## src/rtl/mgdw_pkg.sv

```systemverilog
// shared constants, codes and controller/datapath interface types of the dfs walker
`default_nettype none

package mgdw_pkg;

	// graph and stack sizing
	localparam int MAX_VERTICES = 32;
	localparam int STACK_DEPTH  = 1024;
	localparam int VTX_W        = $clog2(MAX_VERTICES);
	localparam int CNT_W        = 6;
	localparam int STK_AW       = $clog2(STACK_DEPTH);
	localparam int STK_DW       = $clog2(STACK_DEPTH + 1);

	// stream word widths
	localparam int IN_DATA_W    = 16;
	localparam int OUT_DATA_W   = 8;

	// operation codes carried on the input tuser
	localparam logic OP_INSERT  = 1'b0;
	localparam logic OP_WALK    = 1'b1;

	// commands from controller to datapath
	typedef struct packed {
		logic insert;   // set both bits of an edge
		logic start;    // clear marks, push start vertex
		logic pop;      // read top of stack, decrement depth
		logic visit;    // mark popped vertex, begin row scan
		logic advance;  // pending result to output, new vertex to pending
		logic scan;     // test one neighbor, push it if unvisited
		logic flush;    // pending result to output flagged last
	} mgdw_cmd_t;

	// status from datapath to controller
	typedef struct packed {
		logic walk_op;      // input word is a walk
		logic start_ok;     // start vertex is in range
		logic stack_empty;  // no entry left on the stack
		logic fresh;        // popped vertex is in range and unvisited
		logic scan_last;    // scan index reached vertex 0
		logic pend_valid;   // a result waits in the pending slot
		logic out_free;     // output register can take a word
	} mgdw_stat_t;

endpackage

`default_nettype wire

```

## src/rtl/mgdw_ctrl.sv

```systemverilog
// controller state machine of the dfs walker
`default_nettype none

module mgdw_ctrl
	import mgdw_pkg::*;
(
	input  wire logic       clk,
	input  wire logic       arst_n,
	input  wire logic       s_axis_tvalid,
	output logic            s_axis_tready,
	input  wire mgdw_stat_t stat,
	output mgdw_cmd_t       cmd
);

	typedef enum logic [2:0] {
		ST_IDLE,
		ST_POP,
		ST_CHECK,
		ST_EMIT,
		ST_SCAN,
		ST_FINISH
	} state_t;

	state_t state_q;
	logic   ready_q;
	logic   in_acc;
	logic   emit_go;
	logic   flush_go;

	assign s_axis_tready = ready_q;
	assign in_acc        = s_axis_tvalid && ready_q;
	assign emit_go       = !stat.pend_valid || stat.out_free;
	assign flush_go      = stat.pend_valid && stat.out_free;

	// commands decoded from state and status
	always_comb begin
		cmd         = '0;
		cmd.insert  = (state_q == ST_IDLE) && in_acc && !stat.walk_op;
		cmd.start   = (state_q == ST_IDLE) && in_acc && stat.walk_op && stat.start_ok;
		cmd.pop     = (state_q == ST_POP) && !stat.stack_empty;
		cmd.visit   = (state_q == ST_CHECK) && stat.fresh;
		cmd.advance = (state_q == ST_EMIT) && emit_go;
		cmd.scan    = (state_q == ST_SCAN);
		cmd.flush   = (state_q == ST_FINISH) && flush_go;
	end

	// state and input ready
	always_ff @(posedge clk or negedge arst_n) begin
		if (!arst_n) begin
			state_q <= ST_IDLE;
			ready_q <= 1'b1;
		end else begin
			case (state_q)
				ST_IDLE: begin
					if (cmd.start) begin
						state_q <= ST_POP;
						ready_q <= 1'b0;
					end
				end
				ST_POP: begin
					state_q <= stat.stack_empty ? ST_FINISH : ST_CHECK;
				end
				ST_CHECK: begin
					state_q <= stat.fresh ? ST_EMIT : ST_POP;
				end
				ST_EMIT: begin
					if (emit_go) begin
						state_q <= ST_SCAN;
					end
				end
				ST_SCAN: begin
					if (stat.scan_last) begin
						state_q <= ST_POP;
					end
				end
				ST_FINISH: begin
					if (!stat.pend_valid || stat.out_free) begin
						state_q <= ST_IDLE;
						ready_q <= 1'b1;
					end
				end
				default: begin
					state_q <= ST_IDLE;
					ready_q <= 1'b1;
				end
			endcase
		end
	end

endmodule

`default_nettype wire

```

## config.mk

```make
export PLATFORM = sky130hd
export DESIGN_NAME = mgdw_ctrl
export DESIGN_NICKNAME = d
export VERILOG_FILES = /design/src/rtl/mgdw_pkg.sv /design/src/rtl/mgdw_ctrl.sv
export SDC_FILE = /design/constraint.sdc
export NUM_CORES = 1
export LEC_CHECK = 0
export ABC_CLOCK_PERIOD_IN_PS = 3120
export BUFFER_PORTS_ARGS = -buffer_cell sky130_fd_sc_hd__buf_2
export CORE_AREA = 4 4 41 43
export DETAILED_ROUTE_END_ITERATION = 7
export DIE_AREA = 0 0 45 47
export PLACE_DENSITY_LB_ADDON = 0.2
export SYNTH_ARGS = -nofsm -noshare
export SYNTH_HDL_FRONTEND = slang
export SYNTH_SLANG_ARGS = --single-unit
```

## constraint.sdc

```tcl
create_clock -name clk -period 3.12 [get_ports clk]
set_clock_uncertainty 0.2 [all_clocks]
set_input_delay 0.312 -clock clk [delete_from_list [all_inputs] [get_ports clk]]
set_output_delay 0.312 -clock clk [all_outputs]
set_load 0.03 [all_outputs]
```

=== Yosys cells after proc, flatten, opt, wreduce, memory -nomap -nowiden ===
Cells that the tools add are included.

* Logic and storage cells: 40
* Output and inout port bits: 8
* Flip-flop bits (word level): 4
* Bits of input ports: 10

* Bitwise logic cells: 1
* Equal/unequal tests: 9
* Reductions and logical operators: 18
* Multiplexer cells: 10

{| class="wikitable"
|+ Operators by type and width
! cell !! count
|-
| $pmux 3 s6 || 1
|-
| $mux 3 || 5
|-
| $logic_and 1x1->1 || 10
|-
| $ne 2x2->1 const B || 4
|-
| $eq 3x2->1 const B || 2
|-
| $eq 3x3->1 const B || 2
|-
| $reduce_and 4->1 || 1
|-
| $reduce_or 4->1 || 1
|-
| $eq 3x1->1 const B || 1
|-
| $logic_not 1->1 || 3
|-
| $logic_not 3->1 || 1
|-
| $pmux 1 s3 || 1
|-
| $reduce_and 3->1 || 1
|-
| $mux 1 || 2
|-
| $mux 2 || 1
|-
| $logic_or 1x1->1 || 1
|-
| $not 1->1 || 1
|}

=== Logic depth before layout (Yosys ltp) ===
Gate-level depths: netlist (run 1).

* Depth after elaboration: 6
* Depth in mapped cells: 4
* Depth with buffers taken out: 3

=== Least setup slack after synthesis (run 1) ===
No wires, ideal clock.

* Path type: register to output
* From: register state_q[2]
* To: output port cmd[6] (netlist bit)
* Arrival: 1.287 ns
* Data required time: 2.608 ns
* Path buffers: 0
* Setup slack: 1.321 ns
* Cell stages (with the launch flop): 3
* Path through: dfrtp_1 or3_4 nor3_2

{| class="wikitable"
|+ RTL lines
! what !! RTL line !! text
|-
| start, declared || mgdw_ctrl.sv:24 || <nowiki>state_t state_q;</nowiki>
|-
| start signal, assigned || mgdw_ctrl.sv:61 || <nowiki>state_q <= stat.stack_empty ? ST_FINISH : ST_CHECK;</nowiki>
|-
| start signal, assigned || mgdw_ctrl.sv:64 || <nowiki>state_q <= stat.fresh ? ST_EMIT : ST_POP;</nowiki>
|-
| end, declared || mgdw_ctrl.sv:12 || <nowiki>output mgdw_cmd_t cmd</nowiki>
|}

==> results.tsv, run 1 <==
stage	metric	value	unit
worst_hold_path	worst min-delay path class	input pin to register	
detailed_routing	drt pass-1 iters	3	
sta	Final Critical Period	2.01	ns
sta	RSZ-0062 raised after global routing	no	
sta	Final Hold Viols	0	
power_and_ir_drop	maximum VDD drop	0.358	mV
die	die area	2120	um^2
synthesis	Yosys warning total	0	
synthesis	FFs w/ async S/R, synth	100	%
sta	Rel. slew slack	78.0	%
cts	clk_lat worst skew	0.24	ns
global_routing	largest net degree at the start of global routing	14	
synthesis	mapped cell area	327	um^2
sta	Fmax	0.497	GHz
sta	Slew Limit Fails	0	
final_layout	Final Net Count	71	
critical_path	max incr delay on CP	0.47	ns
detailed_routing	Routed Antenna Nets	0	
critical_path	nature of the critical path endpoint	output pin	
critical_path	CP Launch Type	register	
synthesis	Mapped Cells	40	
synthesis	post-synth net total	50	
die	Core Footprint	1300	um^2
critical_path	Critical Path RT	2.61	ns
power_and_ir_drop	leakage	0.220	nW
synthesis	syn_area_per_cell	8.16	um^2
synthesis	post-synthesis sequential area ratio	31.0	%
global_routing	GR Util All Layers	8.79	%
detailed_routing	vias post-DR	349	
global_routing	first-pass GRT wire length	1320	um
sta	period utilisation layout	64.5	%
placed_design	pre-CTS setup slack	1.37	ns
detailed_routing	DR vias/cell	4.65	
critical_path	CP Max Fanout	11	
cts	CTS root buf	clkbuf_4	
cts	CTS tree	built	
final_layout	Ant. Diodes	0	
placed_design	Port Buffers	17	
cts	clk slew on worst S/H paths	0.05	ns
synthesis	Post-synth EDFFs	0	
sta	setup ws final	1.11	ns
die	row cnt	13	
detailed_routing	Routed WL per cell	10.7	um
cts	H-tree levels	1	
die	Die Wd	45	um
critical_path	critical path class	register to output pin	
detailed_routing	Starting DRT DRC Count	8	
placed_design	Detailed Place HPWL	627	um
detailed_routing	DRC violations left	0	
global_routing	initial antenna violation count	0	
critical_path	Cell Chain, Critical Path	or3_4 -> nor3_2 -> buf_2	
global_routing	vias in the first global route	341	
final_layout	fillers	143	
cts	Clock Tree Buf Depth	2	
global_routing	total grt overflow	0	
critical_path	Buf/Inv on CP	1	
sta	Final setup viols	0	
die	I/O Pins	18	
power_and_ir_drop	PD cells	905	nW/um^2
placed_design	Final GP Congestion	0.720	
run_status	status	finished clean	
die	die height	47	um
detailed_routing	DRT Wirelength	801	um
sta	Slew @ Worst Pin	0.330	ns
critical_path	Top delay family on crit path	simple AND/OR/NAND/NOR gates	
cts	Sink Count	4	
final_layout	post-layout util	34.7	%
sta	Setup TNS	0	ns
final_layout	area delta synth->final	38.3	%
flow_run	Max Cap Viol	0	
cts	CTS Buf Count	3	
critical_path	slowest cell on the critical path	dfrtp_1	
die	initial core utilization	25.1	%
synthesis	FF+latch count, synth	4	
final_layout	share of layout cells above drive strength 1	43.3	%
synthesis	post-synthesis cell type count	25	
synthesis	Synth Flop Type	dfrtp_1	
critical_path	worst path arrival time	1.50	ns
[report_power, final]
group          leakage (nW)  internal (mW)  switching (mW)
clock                0.0150         0.0482          0.0243
sequential           0.0481         0.0801          0.0508
combinational         0.157         0.0896           0.116
total                 0.220          0.218           0.191
[cells by family after synthesis]
group	after synthesis	share of synthesized area, %
compound gates	11	23.0
buf+inv	3	5.74
flops	4	31.0
simple gates	22	40.2
[cell usage after synthesis (2+ instances only)]
| cell | n | share of area (%) |
|---|---|---|
| a21oi_1 | 4 | 6.1 |
| nor2_1 | 7 | 8.0 |
| buf_4 | 2 | 4.6 |
| nand2_1 | 2 | 2.3 |
| nand2b_1 | 3 | 5.7 |
| dfrtp_1 | 3 | 23 |
[layer usage]
layer  global-route usage [%]  part of all wire, %
met5                        0                    0
met4                     8.77                  1.9
met3                     1.15                  8.1
met2                     13.0                   41
met1                     10.8                   49
[state kept, by name (all words and copies together) (netlist names)]
signal,cells
state_q,3
s_axis_tready,1
[area by class of cell]
class                      count  area [um^2]  area share, %
inverter                       1         3.75          0.831
clock buffer                   4         26.3           5.82
multi-input combinational     33          206           45.7
tap                           15         18.8           4.16
timing repair buffer          18         95.1           21.1
sequential                     4          101           22.4
[final timing paths]
path	from	end	slack, ns	depth (start not counted)
max	state_q[1]	cmd[6]	1.11	3
min	stat[3]	state_q[1]	0.17	3
max reg2reg	state_q[0]	state_q[0]	1.67	3
min reg2reg	s_axis_tready	s_axis_tready	0.34	2
max in group asynchronous	arst_n	s_axis_tready	2.31	2
min in group asynchronous	arst_n	state_q[0]	0.20	2
[worst register-to-register path, stage by stage, from the launching register on]
cell,delay (ns)
dfrtp_1,0.49
or2_2,0.34
a21oi_1,0.19
o31ai_1,0.11
[per-stage QoR]
| step | total power [mW] | hold WS [ns] | std cells | area, um^2 |
|---|---|---|---|---|
| 2_1_floorplan | 0.297 | -0.184 | 40 | 327 |
| 5_1_grt | 0.443 | 0.208 | 75 | 452 |
| 4_1_cts | 0.415 | 0.170 | 75 | 452 |
| 3_3_place_gp | 0.341 | -0.0795 | 70 | 415 |
| 6_report | 0.409 | 0.173 | 75 | 452 |
| 3_5_place_dp | 0.336 | -0.0782 | 70 | 415 |
[cell usage in the layout, fill, tap and decap left out, drive strengths merged]
cell type / instances
nand2b: 4
nand3b: 1
nor2b: 1
dlygate4sd3: 1
a31oi: 1
or2: 1
a2bb2oi: 1
o31a: 1
inv: 1
dfrtp: 3
nor2: 7
dfstp: 1
and3: 1
nor3: 1
clkbuf: 4
a21o: 1
o21bai: 1
nand4: 1
or3: 1
buf: 17
o31ai: 1
nand2: 2
and3b: 1
a21oi: 4
a311oi: 1
nand3: 1
[what timing repair did]
action	4_1_cts	5_1_grt
hold buffers	1	0
resized for setup	0	0
setup buffers	0	0
hold endpoints to repair	4	0
Power figures use the tool's default switching activity.
==> run 2: changes to the inputs <==
--- a/config.mk
+++ b/config.mk
@@ -5,7 +5,7 @@
 export SDC_FILE = /design/constraint.sdc
 export NUM_CORES = 1
 export LEC_CHECK = 0
-export ABC_CLOCK_PERIOD_IN_PS = 3120
+export ABC_CLOCK_PERIOD_IN_PS = 1800
 export BUFFER_PORTS_ARGS = -buffer_cell sky130_fd_sc_hd__buf_2
 export CORE_AREA = 4 4 41 43
 export DETAILED_ROUTE_END_ITERATION = 7
==> constraint.sdc (replaced) <==
create_clock -name clk -period 1.8 [get_ports clk]
set_clock_uncertainty 0.2 [all_clocks]
set_input_delay 0.18 -clock clk [delete_from_list [all_inputs] [get_ports clk]]
set_output_delay 0.18 -clock clk [all_outputs]
set_load 0.03 [all_outputs]
==> run 2 against run 1 <==
Global-route usage grew 1.5 points. Critical path depth unchanged. Via count grew 4.6%. Critical path type unchanged.
==> results.tsv, run 2 (synthesis gave the netlist of run 1 again) <==
stage	metric	value	unit	change
final_layout	Multi-input gate area	206	um^2	unchanged
cts	CTS Buf Count	3		unchanged
final_layout	most common cell after layout, fill and taps aside	buf_2		
run_status	status	finished clean		
cts	Clock Tree Buf Depth	2		unchanged
detailed_routing	drt pass-1 iters	4		+1
global_routing	initial antenna violation count	0		unchanged
final_layout	Final Net Count	74		+4.2%
detailed_routing	met1 wire length	369	um	-6.3%
sta	Setup TNS	0	ns	unchanged
sta	Final setup viols	0		unchanged
power_and_ir_drop	PD cells	1580	nW/um^2	+75%
sta	setup ws final	0.0853	ns	-1.02 ns
sta	Fmax	0.583	GHz	
global_routing	largest net degree at the start of global routing	13		-1
global_routing	total grt overflow	0		unchanged
detailed_routing	DR WL met2	386	um	+18%
detailed_routing	Routed WL per cell	10.9	um	+2.5%
critical_path	CP Max Fanout	3		-8
final_layout	final non-filler cell total	78		+4.0%
sta	Slew Limit Fails	0		unchanged
worst_hold_path	hold depth	3		unchanged
detailed_routing	highest metal used	met4		
final_layout	register area	101	um^2	unchanged
die	row cnt	13		unchanged
die	Core Footprint	1300	um^2	unchanged
detailed_routing	DRC violations left	0		unchanged
sta	period utilisation layout	95.3	%	
sta	Final Hold Viols	0		unchanged
detailed_routing	DR vias/cell	4.68		+0.56%
critical_path	Cell Chain, Critical Path	or3_4 -> nor3_2 -> buf_4		
cts	Sink Count	4		unchanged
cts	CTS tree	built		
global_routing	GR Util All Layers	10.3	%	+1.5 points
sta	Slew @ Worst Pin	0.217	ns	-0.114 ns
global_routing	first-pass GRT wire length	1540	um	+16%
detailed_routing	DRT Wirelength	854	um	+6.6%
critical_path	Critical Path RT	1.42	ns	-1.19 ns
critical_path	nature of the critical path endpoint	output pin		
global_routing	vias in the first global route	380		+11%
final_layout	area delta synth->final	46.0	%	
detailed_routing	vias post-DR	365		+4.6%
power_and_ir_drop	Tot Pwr	755	uW	+85%
placed_design	Port Buffers	17		unchanged
cts	clk_lat worst skew	0.24	ns	about the same
critical_path	CP Launch Type	register		
worst_hold_path	worst min-delay path class	input pin to register		
final_layout	share of layout cells above drive strength 1	46.0	%	+2.7 points
die	I/O Pins	18		unchanged
power_and_ir_drop	leakage	0.235	nW	+6.8%
critical_path	max incr delay on CP	0.39	ns	-0.08 ns
power_and_ir_drop	maximum VDD drop	0.524	mV	+46%
cts	clk slew on worst S/H paths	0.04	ns	about the same
placed_design	Detailed Place HPWL	663	um	+5.9%
critical_path	slowest cell on the critical path	or3_4		
final_layout	Most flops, register	state_q		
critical_path	worst path arrival time	1.33	ns	-0.17 ns
detailed_routing	Starting DRT DRC Count	9		+1
cts	CTS root buf	clkbuf_4		
die	Die Wd	45	um	unchanged
final_layout	Ant. Diodes	0		unchanged
detailed_routing	Routed Antenna Nets	0		unchanged
die	initial core utilization	25.1	%	unchanged
final_layout	most frequent cells in the layout	buf_2 (16), nor2_1 (7), a21oi_1 (4), buf_4 (4)		
placed_design	pre-CTS setup slack	0.300	ns	-1.07 ns
cts	Setup Fix Bufs, Post-CTS	0		unchanged
placed_design	placed cell count	73		+4.3%
sta	RSZ-0062 raised after global routing	no		
die	die area	2120	um^2	unchanged
placed_design	Final GP Congestion	0.771		+7.1%
critical_path	R2R depth	4		+1
die	die height	47	um	unchanged
sta	Rel. slew slack	85.4	%	+7.5 points
final_layout	Largest register FFs	3		unchanged
critical_path	critical path class	register to output pin		
final_layout	fillers	154		+7.7%
cts	H-tree levels	1		unchanged
flow_run	Max Cap Viol	0		unchanged
sta	Final Critical Period	1.71	ns	
detailed_routing	met3 WL	80	um	+23%
[run 2: power by group]
part           leakage (nW)  internal, mW  switching (mW)  total (mW)
clock network        0.0150        0.0835          0.0412       0.125
logic                 0.172         0.194           0.270       0.464
registers            0.0481         0.139          0.0269       0.166
[run 2: repair_timing]
item,in CTS,in global routing
endpoints found under the setup margin,0,1
gates resized for setup,0,2
hold buffers,1,0
endpoints found under the hold margin,4,0
[run 2: per-layer routing]
| layer | vias to the layer above | track usage (%) |
|---|---|---|
| met3 | 2 | 4.21 |
| met4 | 0 | 7.02 |
| met1 | 158 | 11.3 |
| met5 | - | 0 |
| met2 | 16 | 16.4 |
| li1 | 189 | - |
[run 2: worst max-delay path, delay by kind of cell, from the launching register on]
family        cells  cell delay [ns]
flops             1             0.37
simple gates      2             0.54
buf+inv           1             0.18
[run 2: final timing paths]
path	start	to	slack (ns)
hold / removal	stat[3]	state_q[1]	0.04
hold reg to reg	s_axis_tready	s_axis_tready	0.35
max in group asynchronous	arst_n	s_axis_tready	1.11
min in group asynchronous	arst_n	state_q[1]	0.07
setup / recovery	state_q[1]	cmd[6]	0.09
setup reg to reg	state_q[0]	state_q[2]	0.33
[run 2: area by class of cell]
type                    instances  share of cell area (%)
clock buffers                   4                    5.51
inverters                       1                   0.787
multi-input cells              33                    43.3
well taps                      15                    3.94
flip-flops and latches          4                    21.3
repair buffers                 21                    25.2
[run 2: through the flow]
step,utilization [%],hold slack (ns),area (um^2)
6_report,36.6,0.0438,477
5_1_grt,36.6,0.0669,477
4_1_cts,36.4,0.0437,474
3_5_place_dp,33.7,-0.211,438
3_3_place_gp,33.7,-0.213,438
2_1_floorplan,-,-0.316,327
